<file path="src/rtl/core/hlfa_pkg.sv">
// Shared types and codes for the hole list fit allocator.
// No dependencies; imported by hlfa_mem, hlfa_pick and the top level.
`timescale 1ns / 1ps

package hlfa_pkg;

  // one hole table entry
  typedef struct packed {
    logic [15:0] size;
    logic [31:0] offset;
  } hole_t;

  // running choice of the fit search
  typedef struct packed {
    logic  found;
    hole_t hole;
  } pick_t;

  // fit policy codes held in the fit_mode register
  localparam logic [1:0] FIT_FIRST = 2'd0;
  localparam logic [1:0] FIT_BEST  = 2'd1;
  localparam logic [1:0] FIT_WORST = 2'd2;

  // item operation codes
  localparam logic OP_ALLOC = 1'b0;
  localparam logic OP_FREE  = 1'b1;

  // result status codes
  localparam logic ST_OK   = 1'b0;
  localparam logic ST_FULL = 1'b1;

  // register index of fit_mode, taken from paddr word bits
  localparam logic REG_FIT_MODE = 1'b0;

endpackage

</file>
<file path="src/rtl/core/hlfa_mem.sv">
// Hole table storage: one write port, one read port, registered read data.
// Depends on hlfa_pkg for the entry type.
`timescale 1ns / 1ps

module hlfa_mem #(
  parameter int DEPTH = 64,
  parameter int AW    = 6
) (
  input  logic             clk,
  input  logic             we,
  input  logic [AW-1:0]    waddr,
  input  hlfa_pkg::hole_t  wdata,
  input  logic [AW-1:0]    raddr,
  output hlfa_pkg::hole_t  rdata
);
  import hlfa_pkg::*;

  hole_t mem [DEPTH];
  hole_t rdata_r;

  // write port
  always_ff @(posedge clk) begin
    if (we) begin
      mem[waddr] <= wdata;
    end
  end

  // read port, registered
  always_ff @(posedge clk) begin
    rdata_r <= mem[raddr];
  end

  assign rdata = rdata_r;

endmodule

</file>
<file path="src/rtl/core/hlfa_pick.sv">
// Fit search unit: looks at one hole per cycle while vld is high and keeps the chosen one.
// Depends on hlfa_pkg for the entry type and the fit policy codes.
`timescale 1ns / 1ps

module hlfa_pick #(
  parameter int AW = 6
) (
  input  logic             clk,
  input  logic             rst_n,
  input  logic             clear,
  input  logic             vld,
  input  logic [AW-1:0]    idx,
  input  hlfa_pkg::hole_t  hole,
  input  logic [15:0]      need,
  input  logic [1:0]       mode,
  output hlfa_pkg::pick_t  pick,
  output logic [AW-1:0]    pick_idx
);
  import hlfa_pkg::*;

  logic          found_r;
  hole_t         hole_r;
  logic [AW-1:0] idx_r;
  logic          fits;
  logic          upd;

  // strict compares keep ties on the earliest entry
  always_comb begin
    fits = (hole.size >= need);
    case (mode)
      FIT_BEST:  upd = fits && (!found_r || (hole.size < hole_r.size));
      FIT_WORST: upd = !found_r || (hole.size > hole_r.size);
      default:   upd = fits && !found_r;
    endcase
  end

  // found flag
  always_ff @(posedge clk) begin
    if (!rst_n) begin
      found_r <= 1'b0;
    end else if (clear) begin
      found_r <= 1'b0;
    end else if (vld && upd) begin
      found_r <= 1'b1;
    end
  end

  // chosen entry payload
  always_ff @(posedge clk) begin
    if (vld && upd) begin
      hole_r <= hole;
      idx_r  <= idx;
    end
  end

  assign pick.found = found_r;
  assign pick.hole  = hole_r;
  assign pick_idx   = idx_r;

endmodule

</file>
<file path="src/rtl/core/hole_list_fit_allocator_unit.sv">
// Hole list fit allocator, top level: APB register, item control, hole table.
// Depends on hlfa_pkg, hlfa_mem and hlfa_pick.
`timescale 1ns / 1ps

// One item is handled at a time. A free (and an allocate with an empty table)
// goes straight to the result, and the next item can be taken in the same
// cycle as the result shows. An allocate with N holes held reads all N
// entries and then decides; when nothing fits, it loads the result. When a
// hole fits at index k, it moves the N-1-k entries above it down one slot,
// writes the leftover and loads the result. Each scanned or moved entry
// costs one read of the single read port of the hole table. The result waits
// in an output register, so the next item is taken while it is still
// unclaimed. fit_mode lies at byte address 0 (0 first fit, 1 best fit,
// 2 worst fit; 3 acts as first fit).
module hole_list_fit_allocator_unit #(
  parameter int HOLE_DEPTH = 64
) (
  input  logic        clk,
  input  logic        rst_n,
  // input channel
  input  logic        in_valid,
  output logic        in_ready,
  input  logic        in_op,
  input  logic [15:0] in_size,
  input  logic [31:0] in_free_offset,
  // result channel
  output logic        out_valid,
  input  logic        out_ready,
  output logic [31:0] out_grant_offset,
  output logic        out_from_end,
  output logic        out_status,
  output logic [6:0]  out_hole_count,
  // configuration port
  input  logic        psel,
  input  logic        penable,
  input  logic        pwrite,
  input  logic [2:0]  paddr,
  input  logic [31:0] pwdata,
  output logic [31:0] prdata,
  output logic        pready
);
  import hlfa_pkg::*;

  localparam int AW = (HOLE_DEPTH > 1) ? $clog2(HOLE_DEPTH) : 1;
  localparam int CW = $clog2(HOLE_DEPTH + 1);

  typedef enum logic [5:0] {
    S_IDLE   = 6'b000001,
    S_SCAN   = 6'b000010,
    S_DECIDE = 6'b000100,
    S_SHIFT  = 6'b001000,
    S_LEFT   = 6'b010000,
    S_DONE   = 6'b100000
  } state_t;

  state_t        state_r, state_nxt;
  logic [1:0]    mode_r;
  logic [CW-1:0] used_r, used_nxt;
  logic [31:0]   end_r, end_nxt;
  logic [15:0]   size_r, size_nxt;
  logic [CW-1:0] ptr_r, ptr_nxt;
  logic          rd_vld_r, rd_vld_nxt;
  logic          rd_last_r, rd_last_nxt;
  logic [AW-1:0] rd_idx_r;
  logic          sh_vld_r, sh_vld_nxt;
  logic [AW-1:0] sh_wa_r, sh_wa_nxt;
  hole_t         left_r, left_nxt;
  logic [31:0]   res_grant_r, res_grant_nxt;
  logic          res_end_r, res_end_nxt;
  logic          res_status_r, res_status_nxt;
  logic          out_valid_r, out_valid_nxt;
  logic [31:0]   out_grant_r;
  logic          out_end_r;
  logic          out_status_r;
  logic [6:0]    out_count_r;

  logic          accept;
  logic          cfg_wr;
  logic          issuing;
  logic          fits;
  logic          out_load;
  logic          pick_clear;
  logic          mem_we;
  logic [AW-1:0] mem_waddr;
  hole_t         mem_wdata;
  hole_t         rd_data;
  pick_t         pick;
  logic [AW-1:0] pick_idx;
  logic [CW+6:0] count_wide;

  // configuration register
  assign pready = 1'b1;
  assign cfg_wr = psel && penable && pwrite && pready;

  always_ff @(posedge clk) begin
    if (!rst_n) begin
      mode_r <= FIT_FIRST;
    end else if (cfg_wr && (paddr[2] == REG_FIT_MODE)) begin
      mode_r <= pwdata[1:0];
    end
  end

  assign prdata = (paddr[2] == REG_FIT_MODE) ? {30'd0, mode_r} : 32'd0;

  // handshake
  assign in_ready = (state_r == S_IDLE);
  assign accept   = in_valid && in_ready;
  assign out_load = (state_r == S_DONE) && (!out_valid_r || out_ready);
  assign issuing  = (ptr_r < used_r);
  assign fits     = pick.found && (pick.hole.size >= size_r);

  // control sequencer
  always_comb begin
    state_nxt      = state_r;
    used_nxt       = used_r;
    end_nxt        = end_r;
    size_nxt       = size_r;
    ptr_nxt        = ptr_r;
    rd_vld_nxt     = 1'b0;
    rd_last_nxt    = 1'b0;
    sh_vld_nxt     = 1'b0;
    sh_wa_nxt      = sh_wa_r;
    left_nxt       = left_r;
    res_grant_nxt  = res_grant_r;
    res_end_nxt    = res_end_r;
    res_status_nxt = res_status_r;
    pick_clear     = 1'b0;
    mem_we         = 1'b0;
    mem_waddr      = used_r[AW-1:0];
    mem_wdata      = '{size: in_size, offset: in_free_offset};
    case (state_r)
      S_IDLE: begin
        if (accept) begin
          size_nxt       = in_size;
          res_grant_nxt  = 32'd0;
          res_end_nxt    = 1'b0;
          res_status_nxt = ST_OK;
          if (in_op == OP_FREE) begin
            state_nxt = S_DONE;
            if (used_r >= CW'(HOLE_DEPTH)) begin
              res_status_nxt = ST_FULL;
            end else begin
              mem_we   = 1'b1;
              used_nxt = used_r + CW'(1);
            end
          end else if (used_r == '0) begin
            state_nxt     = S_DONE;
            res_grant_nxt = end_r;
            res_end_nxt   = 1'b1;
            end_nxt       = end_r + {16'd0, in_size};
          end else begin
            state_nxt  = S_SCAN;
            ptr_nxt    = '0;
            pick_clear = 1'b1;
          end
        end
      end
      S_SCAN: begin
        if (issuing) begin
          rd_vld_nxt  = 1'b1;
          rd_last_nxt = (ptr_r == (used_r - CW'(1)));
          ptr_nxt     = ptr_r + CW'(1);
        end
        if (rd_last_r) begin
          state_nxt = S_DECIDE;
        end
      end
      S_DECIDE: begin
        if (fits) begin
          res_grant_nxt = pick.hole.offset;
          left_nxt      = '{size:   pick.hole.size - size_r,
                            offset: pick.hole.offset + {16'd0, size_r}};
          ptr_nxt       = CW'(pick_idx) + CW'(1);
          state_nxt     = S_SHIFT;
        end else begin
          res_grant_nxt = end_r;
          res_end_nxt   = 1'b1;
          end_nxt       = end_r + {16'd0, size_r};
          state_nxt     = S_DONE;
        end
      end
      S_SHIFT: begin
        // read entry j+1 now, write it to slot j in the next cycle
        if (issuing) begin
          sh_vld_nxt = 1'b1;
          sh_wa_nxt  = ptr_r[AW-1:0] - AW'(1);
          ptr_nxt    = ptr_r + CW'(1);
        end else if (!sh_vld_r) begin
          state_nxt = S_LEFT;
        end
        if (sh_vld_r) begin
          mem_we    = 1'b1;
          mem_waddr = sh_wa_r;
          mem_wdata = rd_data;
        end
      end
      S_LEFT: begin
        // leftover goes to the last slot, count is unchanged
        mem_we    = 1'b1;
        mem_waddr = used_r[AW-1:0] - AW'(1);
        mem_wdata = left_r;
        state_nxt = S_DONE;
      end
      S_DONE: begin
        if (out_load) begin
          state_nxt = S_IDLE;
        end
      end
      default: begin
        state_nxt = S_IDLE;
      end
    endcase
  end

  // control registers
  always_ff @(posedge clk) begin
    if (!rst_n) begin
      state_r   <= S_IDLE;
      used_r    <= '0;
      end_r     <= 32'd0;
      rd_vld_r  <= 1'b0;
      rd_last_r <= 1'b0;
      sh_vld_r  <= 1'b0;
    end else begin
      state_r   <= state_nxt;
      used_r    <= used_nxt;
      end_r     <= end_nxt;
      rd_vld_r  <= rd_vld_nxt;
      rd_last_r <= rd_last_nxt;
      sh_vld_r  <= sh_vld_nxt;
    end
  end

  // datapath registers
  always_ff @(posedge clk) begin
    size_r       <= size_nxt;
    ptr_r        <= ptr_nxt;
    rd_idx_r     <= ptr_r[AW-1:0];
    sh_wa_r      <= sh_wa_nxt;
    left_r       <= left_nxt;
    res_grant_r  <= res_grant_nxt;
    res_end_r    <= res_end_nxt;
    res_status_r <= res_status_nxt;
  end

  // output register
  assign out_valid_nxt = out_load ? 1'b1 : (out_valid_r && !out_ready);
  assign count_wide    = (CW + 7)'(used_r);

  always_ff @(posedge clk) begin
    if (!rst_n) begin
      out_valid_r <= 1'b0;
    end else begin
      out_valid_r <= out_valid_nxt;
    end
  end

  always_ff @(posedge clk) begin
    if (out_load) begin
      out_grant_r  <= res_grant_r;
      out_end_r    <= res_end_r;
      out_status_r <= res_status_r;
      out_count_r  <= count_wide[6:0];
    end
  end

  assign out_valid        = out_valid_r;
  assign out_grant_offset = out_grant_r;
  assign out_from_end     = out_end_r;
  assign out_status       = out_status_r;
  assign out_hole_count   = out_count_r;

  // hole table
  hlfa_mem #(
    .DEPTH (HOLE_DEPTH),
    .AW    (AW)
  ) u_mem (
    .clk   (clk),
    .we    (mem_we),
    .waddr (mem_waddr),
    .wdata (mem_wdata),
    .raddr (ptr_r[AW-1:0]),
    .rdata (rd_data)
  );

  // fit search
  hlfa_pick #(
    .AW (AW)
  ) u_pick (
    .clk      (clk),
    .rst_n    (rst_n),
    .clear    (pick_clear),
    .vld      (rd_vld_r),
    .idx      (rd_idx_r),
    .hole     (rd_data),
    .need     (size_r),
    .mode     (mode_r),
    .pick     (pick),
    .pick_idx (pick_idx)
  );

endmodule

</file>
<file path="config.mk">
export PLATFORM = sky130hd
export DESIGN_NAME = hole_list_fit_allocator_unit
export DESIGN_NICKNAME = d
export VERILOG_FILES = /design/src/rtl/core/hlfa_pkg.sv /design/src/rtl/core/hlfa_mem.sv /design/src/rtl/core/hlfa_pick.sv /design/src/rtl/core/hole_list_fit_allocator_unit.sv
export SDC_FILE = /design/constraint.sdc
export NUM_CORES = 2
export LEC_CHECK = 0
export ABC_AREA = 0
export ABC_CLOCK_PERIOD_IN_PS = 6300
export BUFFER_PORTS_ARGS = -buffer_cell sky130_fd_sc_hd__buf_4
export CAP_MARGIN = 5
export CORE_MARGIN = 1
export CORE_UTILIZATION = 40
export DETAILED_ROUTE_END_ITERATION = 7
export HOLD_SLACK_MARGIN = 0.05
export PLACE_DENSITY = 0.61
export SYNTH_ARGS = -nofsm -noshare
export SYNTH_HDL_FRONTEND = slang
export SYNTH_SLANG_ARGS = --single-unit
</file>
<file path="constraint.sdc">
create_clock -name clk -period 6.3 [get_ports clk]
set_input_delay 1.26 -clock clk [delete_from_list [all_inputs] [get_ports clk]]
set_output_delay 1.26 -clock clk [all_outputs]
set_load 0.05 [all_outputs]
</file>
==> impl_metrics.yaml <==
synthesis:
  ys_async_sr_fraction_pct: 0
  synth-edff-count: 3278
  synth-seq-area-share_pct: 75.7
  synth_area_um2: 133000
  yosysWarningCount: 0
  synth_cells: 6460
  synth_cell_types: 86
  avgSynthCellArea_um2: 20.6
  ys_ff_latch: 3384
  synth_flop_cell: "edfxtp_1"
clocking:
  h-tree-depth: 5
  cts_resized: 0
  cts_setup_buffers: 0
  cts.sinks: 3384
  cts_tree: "built"
  cts-root-buf: "clkbuf_16"
  cts_buffers: 343
  cts_hold_buffers: 0
  path_clk_slew_ns: 0.06
  clk_latency_ns: 0.90
  cts_max_path_buffers: 4
sta:
  finalSetupViolCount: 0
  max_freq_mhz: 198
  setup_ws_ns: 1.26
  drv_slew: 1
  relSlewSlack_pct: -1.12
  clock_skew_ns: 0.0510
  worst_pin_slew_ns: 1.50
  finalHoldViolations: 0
  setup_tns_ns: 0
  rsz0062_at_grt: "no"
  fin_crit_sh_pct: 80.0
  fin_crit_ns: 5.04
critical_path:
  timing.rr.start: "state_r[5]"
  required_ns: 7.11
  reg2reg_slack_ns: 1.26
  worstReg2RegEnd: "end_r[22]"
  r2r_cells: 13
  critPathLaunchType: "flop"
  cp.arrival_ns: 5.85
  end_kind: "flop"
  crit_type: "flop to flop"
  worst-path-max-fanout: 22
drt:
  via_per_inst: 5.94
  routed_wl_um: 362000
  drc: 0
  detail-route-antenna-nets: 0
  drt_iter0_drc: 8993
  wl_per_cell_um: 31.6
  route.vias.total: 67900
  firstDrtPassIters: 8
cells_and_area:
  fillers: 27300
  syn_to_final_growth_pct: 13.7
  fin_nets: 6982
  drive_above_1_share_pct: 23.5
  layout_common_cells: "edfxtp_1, mux4_2, clkbuf_16"
  final_common_cell: "edfxtp_1"
worst_hold_path:
  hold_class: "flop to flop"
  whs_path_depth: 0
  hold_start: "rd_idx_r[4]"
  hold-path-endpoint: "u_pick.pick_idx[4]"
power_and_ir_drop:
  comb_power_share_pct: 3.5
  p_sw_mw: 9.65
  power_density_nw_per_um2: 306
  seqPwrFrac_pct: 53.9
  p_clk_share_pct: 42.6
  ir_worst_vdd_uv: 233
  p_int_mw: 36.6
  switching_share_pct: 20.9
  p_leak_nw: 47.6
run:
  maxCapViolCount: 1
global_routing:
  grt.overflow.total: 0
  antenna_found_initial: 21
  first_global_vias: 67300
  grt_max_degree: 114
  grt_pass1_wl_um: 507000
  grt_usage_pct: 21.4
placed_design:
  place_ws_ns: 1.31
  port-buffer-count: 103
  place.detailed.hpwl_um: 202000
  gp_congestion: 0.865
floorplanning:
  fp.coreArea_um2: 330000
  die_w_um: 578
  num_rows: 211
  die_area_um2: 334000
  die_h_um: 578
  initial_core_util_pct: 40.2
  ios: 167
run_status:
  violations: "capacitance limit, slew limit"
  status: "complete, but fails checks"
-- sequential cells by signal (all words and copies together) (netlist names), 2 cells and up --
register / count
rd_idx_r: 6
out_grant_offset: 32
used_r: 7
size_r: 16
u_mem.mem: 3072
end_r: 32
mode_r: 2
state_r: 6
sh_wa_r: 6
res_grant_r: 32
u_mem.rdata: 48
out_hole_count: 7
left_r: 48
u_pick.pick: 48
ptr_r: 7
u_pick.pick_idx: 6
-- worst max path at each step --
stage,startpoint,end,slack (ns)
final,state_r[5],end_r[22],1.26
after global routing,state_r[5],end_r[22],0.98
after CTS,state_r[5],end_r[22],1.37
after detailed placement,in_valid,u_mem.mem[28][20],1.31
after global placement,in_valid,u_mem.mem[28][20],1.33
after floorplan,in_valid,u_mem.mem[0][0],1.39
-- stage by stage --
step / power (mW) / area, um2 / util, % / hold slack [ns] / instances
after CTS: 46.4 / 151000 / 45.7 / 0.404 / 11400
after global placement: 26.9 / 140000 / 42.5 / 0.386 / 10800
after floorplan: 26.4 / 133000 / - / 0.349 / 6489
final: 46.2 / 151000 / 45.7 / 0.403 / 11400
after detailed placement: 27.0 / 140000 / 42.5 / 0.389 / 10800
after global routing: 47.4 / 151000 / 45.7 / 0.411 / 11400
-- critical path: stages, from the launching register on --
cell       delay (ns)
dfxtp_1          0.34
nor3_1           0.38
nand3_1          0.76
buf_4            0.44
nand2_1          0.07
o21ai_0          0.09
ha_1             0.37
nor2b_1          0.22
o31a_2           0.21
o211ai_1         0.22
a2111oi_1        0.84
nor2_1           0.38
a2111oi_2        0.46
mux2i_1          0.21
-- synth_stat cells (6+ instances only) --
master    number  area share (%)
and3_1        13           0.061
mux2i_1      316             2.4
a31oi_1       10           0.047
xor2_1        22            0.15
a311oi_1       6           0.040
o311ai_0       6           0.040
buf_1         40            0.11
ha_1          91            0.86
a211oi_1      32            0.18
edfxtp_1    3278              74
o22ai_1       94            0.44
o21a_1        10           0.057
nand3_1       47            0.18
o221ai_1     142            0.94
inv_1         70            0.20
o31ai_1        9           0.051
a21o_1        21            0.12
dfxtp_1      106             1.6
xnor2_1       53            0.35
nor2b_1       17           0.080
nor3_1        62            0.23
o21ai_1       10           0.038
buf_2         74            0.28
buf_6         36            0.31
o21bai_1       6           0.034
nand4_1       16           0.075
buf_4         75            0.42
or3_1         10           0.047
clkbuf_1     142            0.40
o211ai_1      12           0.068
nor2_1       166            0.47
nand2b_1      22            0.10
o21ai_0       81            0.31
nand2_1      263            0.74
mux4_2       745              13
a22oi_1       53            0.30
a22o_1        32            0.21
nor4_1         7           0.033
a21oi_1      172            0.65
-- routing by layer --
layer / global-route usage (%) / up-vias / part of all wire [%]
met1: 30.1 / 36500 / 41
li1: - / 27600 / -
met3: 3.43 / 522 / 8.5
met5: 0 / - / 0.0036
met4: 5.58 / 2 / 2.7
met2: 34.7 / 3270 / 48
-- power by group through the flow --
stage,logic [mW],registers (mW),clock network [mW]
finish,1.61,24.9,19.7
floorplan,0.956,25.4,0
detailed placement,1.59,25.4,0
global placement,1.55,25.4,0
CTS,1.60,24.9,19.9
global route,1.71,24.9,20.8
-- kinds of logic after synthesis --
group | after synthesis | synth area share, %
DFF | 3384 | 75.7
muxes | 1061 | 15.0
AOI/OAI and AO/OA | 747 | 3.89
and+or+nand+nor | 652 | 2.21
buffers and inverters | 445 | 1.75
adders and majority gates | 94 | 0.903
xor gates and xnor gates | 75 | 0.495
other | 2 | 0.00566
-- cell type report --
cell class	count	area, um2	area share (%)
inverters	77	307	0.203
clock buffers	438	9230	6.12
flip-flops and latches	3384	101000	66.6
clock inverters	170	1490	0.984
multi-input cells	2660	30600	20.3
well taps	4366	5460	3.62
diodes	5	12.5	0.00829
repair buffers	331	3270	2.17
(Power assumes the default switching activity.)
